===== config.mk =====
export PLATFORM = sky130hd
export DESIGN_NAME = csba_cell
export DESIGN_NICKNAME = d
export VERILOG_FILES = /design/src/sv/csba_pkg.sv /design/src/sv/csba_cell.sv
export SDC_FILE = /design/constraint.sdc
export NUM_CORES = 1
export LEC_CHECK = 0
export BUFFER_PORTS_ARGS = -buffer_cell sky130_fd_sc_hd__buf_2
export CAP_MARGIN = 20
export CORE_AREA = 2 2 39 41
export CTS_BUF_LIST = sky130_fd_sc_hd__clkbuf_8
export CTS_CLUSTER_DIAMETER = 120
export DETAILED_ROUTE_END_ITERATION = 10
export DIE_AREA = 0 0 41 43
export GPL_ROUTABILITY_DRIVEN = 0
export MAX_ROUTING_LAYER = met4
export PLACE_DENSITY_LB_ADDON = 0.12
export SYNTH_ARGS = -nofsm -noshare
export SYNTH_HDL_FRONTEND = slang
export SYNTH_SLANG_ARGS = --single-unit
export TNS_END_PERCENT = 5

===== constraint.sdc =====
create_clock -name clk -period 2.2 [get_ports clk]
set_input_delay 0.22 -clock clk [delete_from_list [all_inputs] [get_ports clk]]
set_output_delay 0.22 -clock clk [all_outputs]
set_load 0.1 [all_outputs]

===== src/sv/csba_pkg.sv =====
`timescale 1ns / 1ps
// ----------------------------------------------------------------------------
// csba_pkg
// Shared types and codes of the contiguous slot bitmap allocator.
// ----------------------------------------------------------------------------
package csba_pkg;

    localparam int CNT_W  = 5;   // request count field
    localparam int SLOT_W = 4;   // slot fields
    localparam int STAT_W = 2;   // status field
    localparam int LEN_W  = 7;   // slot bounds and sums, holds values up to 127

    localparam logic OP_ALLOC = 1'b0;
    localparam logic OP_FREE  = 1'b1;

    localparam logic [STAT_W-1:0] ST_OK      = 2'd0;
    localparam logic [STAT_W-1:0] ST_NOROOM  = 2'd1;
    localparam logic [STAT_W-1:0] ST_NOTUSED = 2'd2;
    localparam logic [STAT_W-1:0] ST_PASTEND = 2'd3;

    typedef enum logic
    {
        S_IDLE,
        S_SCAN
    } state_t;

    // broadcast from the controller to every cell
    typedef struct packed
    {
        logic             start;   // launch the scan token into the first cell
        logic             kill;    // drop the token, scan is over
        logic             wr_en;   // write the range lo .. hi-1
        logic             wr_val;  // 1 marks used, 0 frees
        logic [CNT_W-1:0] cnt;     // run length wanted by the scan
        logic [LEN_W-1:0] lo;
        logic [LEN_W-1:0] hi;
    } ctl_t;

endpackage


===== src/sv/csba_cell.sv =====
`timescale 1ns / 1ps
// ----------------------------------------------------------------------------
// csba_cell
// One slot of the bitmap: used bit, scan token and run length of free slots.
// ----------------------------------------------------------------------------
module csba_cell #(
    parameter int IDX = 0
) (
    input  logic                       clk,
    input  logic                       rst_n,
    input  csba_pkg::ctl_t             ctl,
    input  logic                       tok_in,
    input  logic [csba_pkg::CNT_W-1:0] run_in,
    output logic                       tok_out,
    output logic [csba_pkg::CNT_W-1:0] run_out,
    output logic                       hit,
    output logic                       hole
);

    localparam logic [csba_pkg::LEN_W-1:0] MY_IDX = csba_pkg::LEN_W'(IDX);
    localparam logic [csba_pkg::CNT_W-1:0] RUN_MAX = '1;

    logic                       used_reg;
    logic                       used_next;
    logic                       tok_reg;
    logic                       tok_next;
    logic [csba_pkg::CNT_W-1:0] run_reg;
    logic [csba_pkg::CNT_W-1:0] run_next;
    logic [csba_pkg::CNT_W-1:0] run_now;
    logic                       in_rng;

    assign in_rng = (MY_IDX >= ctl.lo) && (MY_IDX < ctl.hi);

    // run saturates, counts never exceed the field's range anyway
    always_comb
    begin
        if (used_reg)
        begin
            run_now = '0;
        end
        else if (run_in == RUN_MAX)
        begin
            run_now = run_in;
        end
        else
        begin
            run_now = run_in + 1'b1;
        end
    end

    assign hit       = tok_reg && !used_reg && (run_now >= ctl.cnt);
    assign hole      = in_rng && !used_reg;
    assign used_next = (ctl.wr_en && in_rng) ? ctl.wr_val : used_reg;
    assign tok_next  = ctl.kill ? 1'b0 : tok_in;
    assign run_next  = tok_reg ? run_now : run_reg;
    assign tok_out   = tok_reg;
    assign run_out   = run_reg;

    always_ff @(posedge clk or negedge rst_n)
    begin
        if (!rst_n)
        begin
            used_reg <= 1'b0;
            tok_reg  <= 1'b0;
        end
        else
        begin
            used_reg <= used_next;
            tok_reg  <= tok_next;
        end
    end

    always_ff @(posedge clk)
    begin
        run_reg <= run_next;
    end

endmodule


After elaboration in Yosys (flattened, before gate mapping)
Cells that the tools add are included.

operators by class
  mux-type cells = 3
  reductions and logical operators = 6
  $add $sub $neg = 1
  $lt $le $gt $ge = 3
  equality and inequality tests = 1

operators by type and width
  operator             number
  $mux 5               2
  $ge 1x7->1 const A   1
  $lt 1x7->1 const A   1
  $add 5x1->5 const B  1
  $eq 5x5->1 const B   1
  $ge 5x5->1           1
  $logic_and 1x1->1    5
  $logic_not 1->1      1
  $mux 1               1

word-level totals
  input bits = 31
  register bits = 7
  output and inout bits = 8
  logic and storage cells = 17

Longest topological paths before layout
  word-level depth = 5
  depth in mapped cells = 9

Worst setup path after synthesis
No wires, ideal clock.

  kind = input-to-output
  start point = input port run_in[0] (netlist name)
  end point = output port hit
  data required time = 1,980 ps
  setup slack = -2,236 ps
  path buffers = 0
  arrival = 4,216 ps
  cell stages on the path = 9
  cells stage by stage = ha_1 > nand4_1 > xor2_1 > nand2b_1 > ha_1 > nand2b_1 > a21oi_1 > o21ai_0 > nor4bb_1

between the ends
  word-level cells in the longest chain between the ends = 5

ends and longest elaborated chain
  item                                       line                              source
  from (decl)                                csba_cell.sv:13                   input logic [csba_pkg::CNT_W-1:0] run_in,
  $add 5x1->5 or $eq 5x5->1 (tied branches)  csba_cell.sv:47, csba_cell.sv:41
  $mux 5 *                                   csba_cell.sv:41                   else if (run_in == RUN_MAX)
  $mux 5 *                                   csba_cell.sv:37                   if (used_reg)
  $ge 5x5->1 *                               csba_cell.sv:51                   assign hit = tok_reg && !used_reg && (run_now >= ctl.cnt);
  $logic_and 1x1->1 *                        csba_cell.sv:51
  to (decl)                                  csba_cell.sv:16                   output logic hit,

Mark *: on every way between the ends. The rest lies on a longest branch, timed or not.

Worst setup path after layout
  start point = input port run_in[0] (netlist name)
  end point = output port hit

between the ends
  word-level cells in the longest chain between the ends = 5

ends and longest elaborated chain
  item                                       line                              source
  $add 5x1->5 or $eq 5x5->1 (tied branches)  csba_cell.sv:47, csba_cell.sv:41
  $mux 5 *                                   csba_cell.sv:41
  $mux 5 *                                   csba_cell.sv:37
  via run_now (one bit)                      csba_cell.sv:29                   logic [csba_pkg::CNT_W-1:0] run_now;
  $ge 5x5->1 *                               csba_cell.sv:51
  $logic_and 1x1->1 *                        csba_cell.sv:51

Mark *: on every way through the listed nets, which the timed path passes. The rest lies on a longest branch.

==> impl_metrics.toml <==
[worst_setup_path]
arrival_ns = 1.94
crit_fanout = 3
path_cells = "buf_8, ha_4, nand4_1, buf_4, mux2i_1, nor2_1, ha_1, a21oi_2, o21ai_1, nor4bb_4, buf_12"
cp-start-kind = "input port"
cpPeakStageDelay_ns = 0.28
worstSetupPathType = "in2out"
cpMaxStageDelayCell = "ha_1"
critPathRequiredTime_ns = 1.98
cp_top_family = "simple AND/OR/NAND/NOR gates"
critPathBufInv = 3
crit_path_end_kind = "output port"

[floorplanning]
die_area_mm2 = 0.00176
chipHeight_um = 43
initial_utilization_pct = 34.9
pin_count = 39
coreArea_mm2 = 0.00138
num_rows = 14
die_w_um = 41

[placed_design]
port_buffers = 37
hpwl_um = 936

[drt]
post_drt_wl_per_cell_um = 9.90
vias = 519
first_iter_violations = 2
drtAntennaViolNets = 0
wirelength_um = 1110
drc = 0
first_pass_iters = 4
vias_per_cell = 4.63

[timing]
fmax_mhz = 464
worst_slew_pin_slew_ns = 0.487
finalSetupViolations = 0
max_slew_margin_pct = 67.8
rsz0062_at_grt = "yes"
fin_crit_sh_pct = 98.0
fin_tns_setup_ns = 0
hold_viol_final = 0
timing.clock.skew_ns = 0.00304
finalCriticalPeriod_ns = 2.16
holdWs_ns = 0.141
drv_slew = 0

[pwr]
power_density_mw_per_mm2 = 571
p_total_uw = 490
peakVddDrop_mv = 0.177
pwr-share-comb_pct = 33.2
seqPwrFrac_pct = 31.9
p_sw_share_pct = 30.8
p_int_uw = 339
p_sw_uw = 151
power.share.clock_pct = 34.8
leakagePower_uw = 0.000435

[global_routing]
first_global_vias = 476
grt_overflow = 0
grt_pass1_wl_um = 1790
antenna_found_initial = 0
track_usage_pct = 15.2
grt_max_degree = 8

[yosys]
synth-seq-area-share_pct = 41.5
syn_area_um2 = 483
synth.net_count = 84
synth_cell_types = 23
ys_ff_latch = 7
yosys_warnings = 0
synthesis.instances = 47
avgSynthCellArea_um2 = 10.3

[clock_network]
insertion_delay_ns = 0.22
tritoncts = "done"
cts_sinks = 7
cts_max_path_buffers = 2
htreeDepth = 1
cts_buffers = 3
cts_root_buf = "clkbuf_8"
cts.clk_slew.worst_paths_ns = 0.04

[layout]
largest_reg_flops = 5
diodes = 0
area_growth_pct = 77.7
nets = 134
layout-drive-gt1-share_pct = 54.2

[run]
cap_viol_max_count = 0

[status]
outcome = "finished, final reports clean"

[min_path]
hp-class = "in2reg"
-- cells by family (layout without fill, tap and decap cells) --
family / count (synthesis) / count (layout) / synth area share (%)
buf+inv: 5 / 54 / 3.89
mux: 2 / 2 / 4.40
compound gates: 6 / 6 / 6.99
fa+ha+maj: 6 / 6 / 15.5
simple gates: 18 / 18 / 22.3
xor+xnor: 3 / 3 / 5.44
flops: 7 / 7 / 41.5
-- worst paths after layout --
check	cells past startpoint	startpoint	to	slack, ns
worst max-delay path	11	run_in[0]	hit	0.04
worst min-delay path	2	ctl[21]	tok_out	0.14
worst max register to register	2	used_reg	used_reg	1.19
worst min register to register	1	used_reg	run_out[1]	0.66
max in group asynchronous	2	rst_n	used_reg	1.80
min in group asynchronous	2	rst_n	tok_out	0.31
-- worst reg2reg max path, stage by stage (launching register included) --
cell	delay [ns]
dfrtp_1	0.41
buf_4	0.17
mux2_1	0.30
-- Yosys cell counts, drive strengths merged --
| library cell | n | share of area (%) |
|---|---|---|
| xnor2 | 1 | 1.8 |
| ha | 6 | 16 |
| nand4 | 2 | 2.6 |
| inv | 5 | 3.9 |
| dfrtp | 2 | 10 |
| a211oi | 1 | 1.6 |
| nor2 | 3 | 2.3 |
| and3 | 1 | 1.6 |
| mux2i | 1 | 2.1 |
| o21ai | 1 | 1.0 |
| nor3 | 2 | 2.1 |
| nand2 | 2 | 1.6 |
| nand2b | 2 | 2.6 |
| a31oi | 1 | 1.3 |
| nand3 | 1 | 1.0 |
| mux2 | 1 | 2.3 |
| nor4bb | 1 | 2.1 |
| edfxtp | 5 | 31 |
| a21oi | 3 | 3.1 |
| nor2b | 1 | 1.3 |
| nor4 | 3 | 5.2 |
| xor2 | 2 | 3.6 |
-- what timing repair did --
item	in CTS	in global routing
gates cloned	0	0
endpoints found under the setup margin	1	1
endpoints found under the hold margin	2	0
hold buffers	1	0
setup buffers	0	1
resized for setup	0	6
pin swaps	1	0
-- through the flow --
| stage | worst slack [ns] | area, um^2 | utilization [%] | cells |
|---|---|---|---|---|
| 6_report | 0.0430 | 858 | 62.0 | 112 |
| 5_1_grt | -0.0596 | 858 | 62.0 | 112 |
| 4_1_cts | 0.00204 | 831 | 60.0 | 111 |
| 3_5_place_dp | -0.0298 | 776 | 56.1 | 106 |
| 3_3_place_gp | 0.0382 | 776 | 56.1 | 106 |
| 2_1_floorplan | -0.358 | 510 | - | 47 |
-- power by group through the flow --
stage          Clock (uW)  Combinational, uW  Sequential (uW)
2_1_floorplan           0               55.0              201
3_3_place_gp            0                152              158
3_5_place_dp            0                155              159
4_1_cts               176                159              157
5_1_grt               183                177              158
6_report              171                163              157
-- layout make-up --
cell class,instances,area [um^2]
fillers,120,526
well taps,16,20.0
flip-flops and latches,7,200
clock inverters,1,3.75
multi-input cells,35,295
clock buffers,3,41.3
inverters,5,18.8
repair buffers,45,279
-- placed cells by master (no fill, tap or decap), types with 2 or more instances in the layout --
master / count
nor3_1: 2
edfxtp_1: 5
nor2_1: 3
nand2b_1: 2
inv_1: 6
ha_1: 5
clkbuf_8: 3
buf_2: 34
dfrtp_1: 2
a21oi_1: 2
nor4_1: 2
nand4_1: 2
nand2_1: 2
buf_4: 7
xor2_1: 2
-- layer usage --
metal / GRT usage (%) / routed length, um / vias up
li1: - / - / 273
met1: 16.7 / 456 / 214
met2: 24.4 / 536 / 30
met3: 1.57 / 98 / 2
met4: 10.0 / 17 / 0
met5: - / 0 / -
No activity file was read; power rests on OpenSTA's default activity.
