## src/sv/csba_pkg.sv

```systemverilog
`timescale 1ns / 1ps
// ----------------------------------------------------------------------------
// csba_pkg
// Shared types and codes of the contiguous slot bitmap allocator.
// ----------------------------------------------------------------------------
package csba_pkg;

    localparam int CNT_W  = 5;   // request count field
    localparam int SLOT_W = 4;   // slot fields
    localparam int STAT_W = 2;   // status field
    localparam int LEN_W  = 7;   // slot bounds and sums, holds values up to 127

    localparam logic OP_ALLOC = 1'b0;
    localparam logic OP_FREE  = 1'b1;

    localparam logic [STAT_W-1:0] ST_OK      = 2'd0;
    localparam logic [STAT_W-1:0] ST_NOROOM  = 2'd1;
    localparam logic [STAT_W-1:0] ST_NOTUSED = 2'd2;
    localparam logic [STAT_W-1:0] ST_PASTEND = 2'd3;

    typedef enum logic
    {
        S_IDLE,
        S_SCAN
    } state_t;

    // broadcast from the controller to every cell
    typedef struct packed
    {
        logic             start;   // launch the scan token into the first cell
        logic             kill;    // drop the token, scan is over
        logic             wr_en;   // write the range lo .. hi-1
        logic             wr_val;  // 1 marks used, 0 frees
        logic [CNT_W-1:0] cnt;     // run length wanted by the scan
        logic [LEN_W-1:0] lo;
        logic [LEN_W-1:0] hi;
    } ctl_t;

endpackage

```

## src/sv/csba_ctrl.sv

```systemverilog
`timescale 1ns / 1ps
// ----------------------------------------------------------------------------
// csba_ctrl
// Request sequencer: drives the cell row, tracks the scan, holds the result.
// ----------------------------------------------------------------------------
module csba_ctrl #(
    parameter int NUM_SLOTS = 16
) (
    input  logic                        clk,
    input  logic                        rst_n,
    input  logic                        req_valid,
    output logic                        req_ready,
    input  logic                        req_op,
    input  logic [csba_pkg::CNT_W-1:0]  req_cnt,
    input  logic [csba_pkg::SLOT_W-1:0] req_start,
    output logic                        rsp_valid,
    input  logic                        rsp_ready,
    output logic [csba_pkg::STAT_W-1:0] rsp_status,
    output logic [csba_pkg::SLOT_W-1:0] rsp_slot,
    output csba_pkg::ctl_t              ctl,
    input  logic                        hit_any,
    input  logic                        hole_any
);

    localparam int PW = (NUM_SLOTS > 1) ? $clog2(NUM_SLOTS) : 1;
    localparam logic [PW-1:0] POS_LAST = PW'(NUM_SLOTS - 1);
    localparam logic [csba_pkg::LEN_W-1:0] SLOTS_L = csba_pkg::LEN_W'(NUM_SLOTS);

    csba_pkg::state_t            state_reg;
    csba_pkg::state_t            state_next;
    logic [PW-1:0]               pos_reg;
    logic [PW-1:0]               pos_next;
    logic [csba_pkg::CNT_W-1:0]  cnt_reg;
    logic [csba_pkg::CNT_W-1:0]  cnt_next;
    logic                        rsp_valid_reg;
    logic                        rsp_valid_next;
    logic [csba_pkg::STAT_W-1:0] rsp_status_reg;
    logic [csba_pkg::STAT_W-1:0] rsp_status_next;
    logic [csba_pkg::SLOT_W-1:0] rsp_slot_reg;
    logic [csba_pkg::SLOT_W-1:0] rsp_slot_next;

    logic                        acc;
    logic                        pos_last;
    logic                        scan_end;
    logic                        cnt_zero;
    logic                        past_end;
    logic [csba_pkg::LEN_W-1:0]  free_hi;
    logic [csba_pkg::LEN_W-1:0]  run_hi;
    logic [csba_pkg::LEN_W-1:0]  run_lo;

    assign acc      = req_valid && req_ready;
    assign pos_last = (pos_reg == POS_LAST);
    assign scan_end = (state_reg == csba_pkg::S_SCAN) && (hit_any || pos_last);
    assign cnt_zero = (req_cnt == '0);
    assign free_hi  = csba_pkg::LEN_W'(req_start) + csba_pkg::LEN_W'(req_cnt);
    assign past_end = (free_hi > SLOTS_L);
    assign run_hi   = csba_pkg::LEN_W'(pos_reg) + 1'b1;
    assign run_lo   = run_hi - csba_pkg::LEN_W'(cnt_reg);

    // next state
    always_comb
    begin
        state_next = state_reg;
        case (state_reg)
            csba_pkg::S_IDLE:
            begin
                if (acc && (req_op == csba_pkg::OP_ALLOC) && !cnt_zero)
                begin
                    state_next = csba_pkg::S_SCAN;
                end
            end
            csba_pkg::S_SCAN:
            begin
                if (hit_any || pos_last)
                begin
                    state_next = csba_pkg::S_IDLE;
                end
            end
            default:
            begin
                state_next = csba_pkg::S_IDLE;
            end
        endcase
    end

    // outputs and datapath
    always_comb
    begin
        req_ready       = 1'b0;
        ctl             = '0;
        pos_next        = pos_reg;
        cnt_next        = cnt_reg;
        rsp_valid_next  = rsp_valid_reg && !rsp_ready;
        rsp_status_next = rsp_status_reg;
        rsp_slot_next   = rsp_slot_reg;
        case (state_reg)
            csba_pkg::S_IDLE:
            begin
                // result register must be empty or draining at this edge
                req_ready = !rsp_valid_reg || rsp_ready;
                ctl.lo    = csba_pkg::LEN_W'(req_start);
                ctl.hi    = free_hi;
                ctl.cnt   = req_cnt;
                pos_next  = '0;
                cnt_next  = req_cnt;
                if (acc)
                begin
                    if (req_op == csba_pkg::OP_FREE)
                    begin
                        ctl.wr_en       = !past_end;
                        ctl.wr_val      = 1'b0;
                        rsp_valid_next  = 1'b1;
                        rsp_slot_next   = '0;
                        if (past_end)
                        begin
                            rsp_status_next = csba_pkg::ST_PASTEND;
                        end
                        else if (hole_any)
                        begin
                            rsp_status_next = csba_pkg::ST_NOTUSED;
                        end
                        else
                        begin
                            rsp_status_next = csba_pkg::ST_OK;
                        end
                    end
                    else if (cnt_zero)
                    begin
                        rsp_valid_next  = 1'b1;
                        rsp_status_next = csba_pkg::ST_OK;
                        rsp_slot_next   = '0;
                    end
                    else
                    begin
                        ctl.start = 1'b1;
                    end
                end
            end
            csba_pkg::S_SCAN:
            begin
                ctl.cnt    = cnt_reg;
                ctl.lo     = run_lo;
                ctl.hi     = run_hi;
                ctl.wr_en  = hit_any;
                ctl.wr_val = 1'b1;
                ctl.kill   = hit_any || pos_last;
                pos_next   = pos_reg + 1'b1;
                if (hit_any)
                begin
                    rsp_valid_next  = 1'b1;
                    rsp_status_next = csba_pkg::ST_OK;
                    rsp_slot_next   = run_lo[csba_pkg::SLOT_W-1:0];
                end
                else if (pos_last)
                begin
                    rsp_valid_next  = 1'b1;
                    rsp_status_next = csba_pkg::ST_NOROOM;
                    rsp_slot_next   = '0;
                end
            end
            default:
            begin
                req_ready = 1'b0;
            end
        endcase
    end

    always_ff @(posedge clk or negedge rst_n)
    begin
        if (!rst_n)
        begin
            state_reg     <= csba_pkg::S_IDLE;
            pos_reg       <= '0;
            rsp_valid_reg <= 1'b0;
        end
        else
        begin
            state_reg     <= state_next;
            pos_reg       <= pos_next;
            rsp_valid_reg <= rsp_valid_next;
        end
    end

    always_ff @(posedge clk)
    begin
        cnt_reg        <= cnt_next;
        rsp_status_reg <= rsp_status_next;
        rsp_slot_reg   <= rsp_slot_next;
    end

    assign rsp_valid  = rsp_valid_reg;
    assign rsp_status = rsp_status_reg;
    assign rsp_slot   = rsp_slot_reg;

    a_hit_in_scan: assert property (@(posedge clk) disable iff (!rst_n)
        hit_any |-> (state_reg == csba_pkg::S_SCAN))
        else $error("hit reported outside a scan");

    a_scan_result: assert property (@(posedge clk) disable iff (!rst_n)
        scan_end |=> rsp_valid_reg)
        else $error("finished scan left no result");

    a_empty_in_scan: assert property (@(posedge clk) disable iff (!rst_n)
        (state_reg == csba_pkg::S_SCAN) |-> !rsp_valid_reg)
        else $error("result register busy while scanning");

endmodule

```

## config.mk

```make
export PLATFORM = sky130hd
export DESIGN_NAME = csba_ctrl
export DESIGN_NICKNAME = d
export VERILOG_FILES = /design/src/sv/csba_pkg.sv /design/src/sv/csba_ctrl.sv
export SDC_FILE = /design/constraint.sdc
export NUM_CORES = 1
export LEC_CHECK = 0
export BUFFER_PORTS_ARGS = -buffer_cell sky130_fd_sc_hd__buf_2
export CAP_MARGIN = 40
export CORE_MARGIN = 3
export CORE_UTILIZATION = 49
export CTS_CLUSTER_DIAMETER = 150
export DETAILED_ROUTE_END_ITERATION = 8
export GPL_TIMING_DRIVEN = 0
export PLACE_DENSITY = 0.81
export SLEW_MARGIN = 20
export SYNTH_ARGS = -nofsm -noshare
export SYNTH_HDL_FRONTEND = slang
export SYNTH_SLANG_ARGS = --single-unit
```

## constraint.sdc

```tcl
create_clock -name clk -period 2.76 [get_ports clk]
set_input_delay 0.552 -clock clk [delete_from_list [all_inputs] [get_ports clk]]
set_output_delay 0.552 -clock clk [all_outputs]
set_load 0.03 [all_outputs]
```

-- Word level (Yosys, flattened, before mapping)
Index checks and enable logic that the tools add are counted.
- input bits: 16
- output and inout bits: 31
- word-level logic and storage cells: 62
- bits in registers: 17
- order comparisons: 1
- equal/unequal tests: 4
- reductions and logical operators: 12
- add/subtract/negate cells: 4
- mux-type cells: 33
- bitwise operators: 2
- operators by type and width (kind ; number):
    one-hot mux 21 bit (2 select lines) ; 1
    2-to-1 mux 4 bit ; 5
    2-to-1 mux 2 bit ; 9
    one-hot mux 4 bit (2 select lines) ; 2
    2-to-1 mux 1 bit ; 13
    adder 4 x 5 -> 6 bit ; 1
    greater-than comparator 6 x 5 -> 1 bit (second input constant) ; 1
    subtractor 5 x 5 -> 6 bit ; 1
    adder 4 x 1 -> 5 bit (second input constant) ; 1
    zero test 5 bit ; 1
    adder 4 x 1 -> 4 bit (second input constant) ; 1
    equality test 4 bit (second input constant) ; 1
    logical AND 1 bit ; 4
    zero test 1 bit ; 4
    one-hot mux 1 bit (2 select lines) ; 2
    one-hot mux 2 bit (2 select lines) ; 1
    inequality test 3 x 2 -> 1 bit (second input constant) ; 1
    inequality test 3 bit (second input constant) ; 1
    AND reduction 3 bit ; 1
    logical OR 1 bit ; 2
    inequality test 2 bit (second input constant) ; 1
    inverter 1 bit ; 2

-- Logic depth before layout (Yosys ltp)
- word-level depth: 8
- depth in mapped cells: 7
- mapped depth without buffers: 7

-- Worst setup path before layout
Ideal clock, no wire load.
- path type: register to output
- from: register pos_reg[0]
- to: output ctl[13] (netlist bit)
- arrival time: 3.468 ns
- required time: 2.208 ns
- setup slack: -1.260 ns
- stages on the path, launching flop included: 8
- buffers on the path: 1
- cell sequence: dfrtp_1 ha_1 ha_1 nor2b_1 o21ai_0 a21oi_1 a2111oi_0 buf_4
- RTL lines (what ; RTL line ; source):
    from (decl) ; csba_ctrl.sv:31 ; logic [PW-1:0] pos_reg;
    from (signal assigned) ; csba_ctrl.sv:179 ; pos_reg <= pos_next;
    to (decl) ; csba_ctrl.sv:20 ; output csba_pkg::ctl_t ctl,

==> results.md <==
* Skew-Pair Late Insertion Delay at 300 ps
* Via count at 1282
* Fin crit share at 1.018
* Top FF cell, synth: edfxtp_1
* Worst path slowest cell: a2111oi_4
* Worst path max stage delay at 430 ps
* Max-slew violations at 0
* DR vias/cell at 5.908
* P_leak at 0.8550 nW
* Mapped Cells at 128
* VDD IR max at 0.3635 mV
* FILL cells at approximately 150
* Post-synthesis mux area share at 0.04442
* Cell area after synthesis at 1267 um2
* Port Buf Inserts at 45
* Fmax at 355.9 MHz
* Num CTS Buffers at 3
* Final ANT Viol Nets at 0
* Share of layout cells above drive strength 1 at 0.5450
* Xor/xnor share of the synthesized area at 0.03455
* R2r worst-path depth at 7
* Nets at around 220
* Cell Rows at 17
* CTS root buffer: clkbuf_4
* Synth Area in Compound Gates at 0.1767
* Routed wire length at 4241 um
* Starting Density at 0.5417
* Final non-filler cell total at 217
* Met1 usage at 0.2818
* Max reg flops at 5
* I/O pins at between 40 and 50
* CP Data Arrival Time at 2260 ps
* Power Dens Cells at 567.1 nW/um2
* RSZ-0062 raised after global routing: true
* Commonest non-fill, non-tap cell in the layout: buf_2
* Crit end category: primary output
* Largest net degree at the start of global routing at 15
* Total grt overflow at 0
* Finished Core Util at 0.8070
* Hpwl dp at approximately 2800 um
* Post-synth EDFFs at 11
* Worst min-delay path category: in -> async
* Kind of critical path: in -> out
* Post-detailed-route wirelength per cell at 19.54 um
* Clock transition at the registers of the reported paths at between 100 and 150 ps
* Setup Viol. Count Final at 2
* Shortest period the worst path allows at approximately 2800 ps
* GRT Total Usage at 0.2331
* Post-Synth Simple-Gate Area at 0.1807
* Critical path, cell by cell: buf_8, ha_4, a21o_1, or3_4, a2111oi_4, o21a_1, buf_6
* CP Max Fanout at 5
* Net Count, Synth at roughly 160
* CTS tree: built
* Area Growth Syn to Fin at 48.96%
* Longest Clk Path Bufs at 2
* Flops & latches, synth at 17
* Yosys warns at 0
* Design area at 1888 um2
* Ant. Diodes at 0
* GR peak layer: met2
* Setup TNS at -74.71 ps
* Met2 usage at 0.4125
* Seq/Total Area, Yosys at 0.3791
* Core area at 2340 um2
* Netlist cell types at 41
* Drt first pass iters at 4
* Fraction of registers with async set/reset at 0.3529
* CTS hold repair buffers at 0
* Outcome: complete, but fails checks
* Vias in the first global route at approximately 1200
* Fin. Hold Viols at 0
* CP required at 2210 ps
* Synth Area in Adders at 0.1303
* CTS HTree Levels at 1
* DP Area at 1551 um2
* Most frequent cells in the layout: 40 x buf_2, 17 x buf_4, 11 x edfxtp_1
* Clock skew at between 1 and 1.5 ps
* Iteration-0 DRC count of the detailed router at 103
* Dpl ws at -208.7 ps
* Inst Count DP at 201
* Die Wd at about 57 um
* Failing checks: negative setup slack
* Final GP Congestion at around 0.85
* Mean Syn Cell Area at 9.902 um2
* Final WS setup at -49.72 ps
* # clock sinks at 17
* MaxCap Viol Count at 0
* Antenna violations before repair at 0
* Storage cell area at 483.0 um2
* First-pass GRT wire length at 5844 um
* # DRC at 0
* Die H at 56.86 um
* Largest family of logic cells by synthesized area: simple AND/OR/NAND/NOR gates
* Multi-input logic area at ~900 um2
* Met3 GRT Util at 0.04598
* CP startpoint kind: primary input
* Die area at 3233 um2
==> cell type report <==
| class | count | share of cell area |
|---|---|---|
| multi-input combinational | 97 | 0.4911 |
| clock inverter | 1 | 0.002651 |
| timing repair buffer | 57 | 0.1849 |
| inverter | 8 | 0.01590 |
| sequential | 17 | 0.2558 |
| buffer | 6 | 0.01922 |
| clock buffer | 3 | 0.01193 |
| tap | 28 | 0.01856 |
==> cells in the mapped netlist, types with 2 or more instances <==
cell type	n	area (um2)
xnor2_1	2	17.52
a31o_2	2	17.52
mux2_2	5	56.30
and2_1	4	25.02
fa_1	2	40.04
nor2_1	8	30.03
inv_1	8	30.03
a21o_1	5	37.54
a21oi_1	5	25.02
edfxtp_1	11	330.3
o21ai_0	6	30.03
nor2b_1	2	12.51
xor2_1	3	26.28
o211ai_1	2	15.01
dfrtp_1	6	150.1
nand2_1	10	37.54
buf_4	3	22.52
nand2b_1	3	18.77
o21a_1	2	15.01
nor3b_1	2	15.01
o21ai_1	2	10.01
ha_1	10	125.1
nand3_1	6	30.03
and3_1	2	12.51
==> what timing repair did <==
item / in CTS / in global routing
resized for setup: 17 / 29
setup endpoints to repair: 5 / 9
buffers inserted: 2 / 10
pin swaps: 5 / 16
hold endpoints to repair: 0 / 0
==> cell families after synthesis <==
logic type      after synthesis
compound gates               31
simple gates                 43
other cells                   1
mux                           5
buf+inv                      14
flops                        17
fa+ha+maj                    12
xor+xnor                      5
==> where the power goes <==
part           switching (mW)  internal, mW
combinational           0.368         0.239
sequential             0.0148         0.307
clock                  0.0882        0.0540
==> metal layers <==
layer / routed length (um) / vias up
met5: 0 / -
met4: 95 / 0
met3: 317 / 13
met2: 2233 / 72
met1: 1595 / 618
li1: - / 579
==> worst max-delay path: cells and delay by family <==
family / cells / cell delay [ps]
fa+ha+maj: 1 / 250
compound gates: 3 / 810
simple gates: 1 / 400
buf+inv: 2 / 230
==> metrics by stage <==
stage	power, mW	hold WS (ps)
after floorplan	0.6709	256.4
final	1.071	61.22
after global placement	0.7868	387.1
after global routing	1.118	57.46
after detailed placement	0.8033	393.0
after CTS	0.9744	64.93
==> worst paths after layout <==
path | slack, ps | to | from
setup / recovery | -50 | ctl[20] | req_start[2]
hold / removal | 60 | state_reg | rst_n
setup reg to reg | 790 | rsp_slot[3] | pos_reg[0]
hold reg to reg | 640 | pos_reg[0] | pos_reg[0]
max in group asynchronous | 2530 | pos_reg[0] | rst_n
min in group clk | 450 | cnt_reg[2] | req_cnt[2]
(Power assumes the default switching activity.)
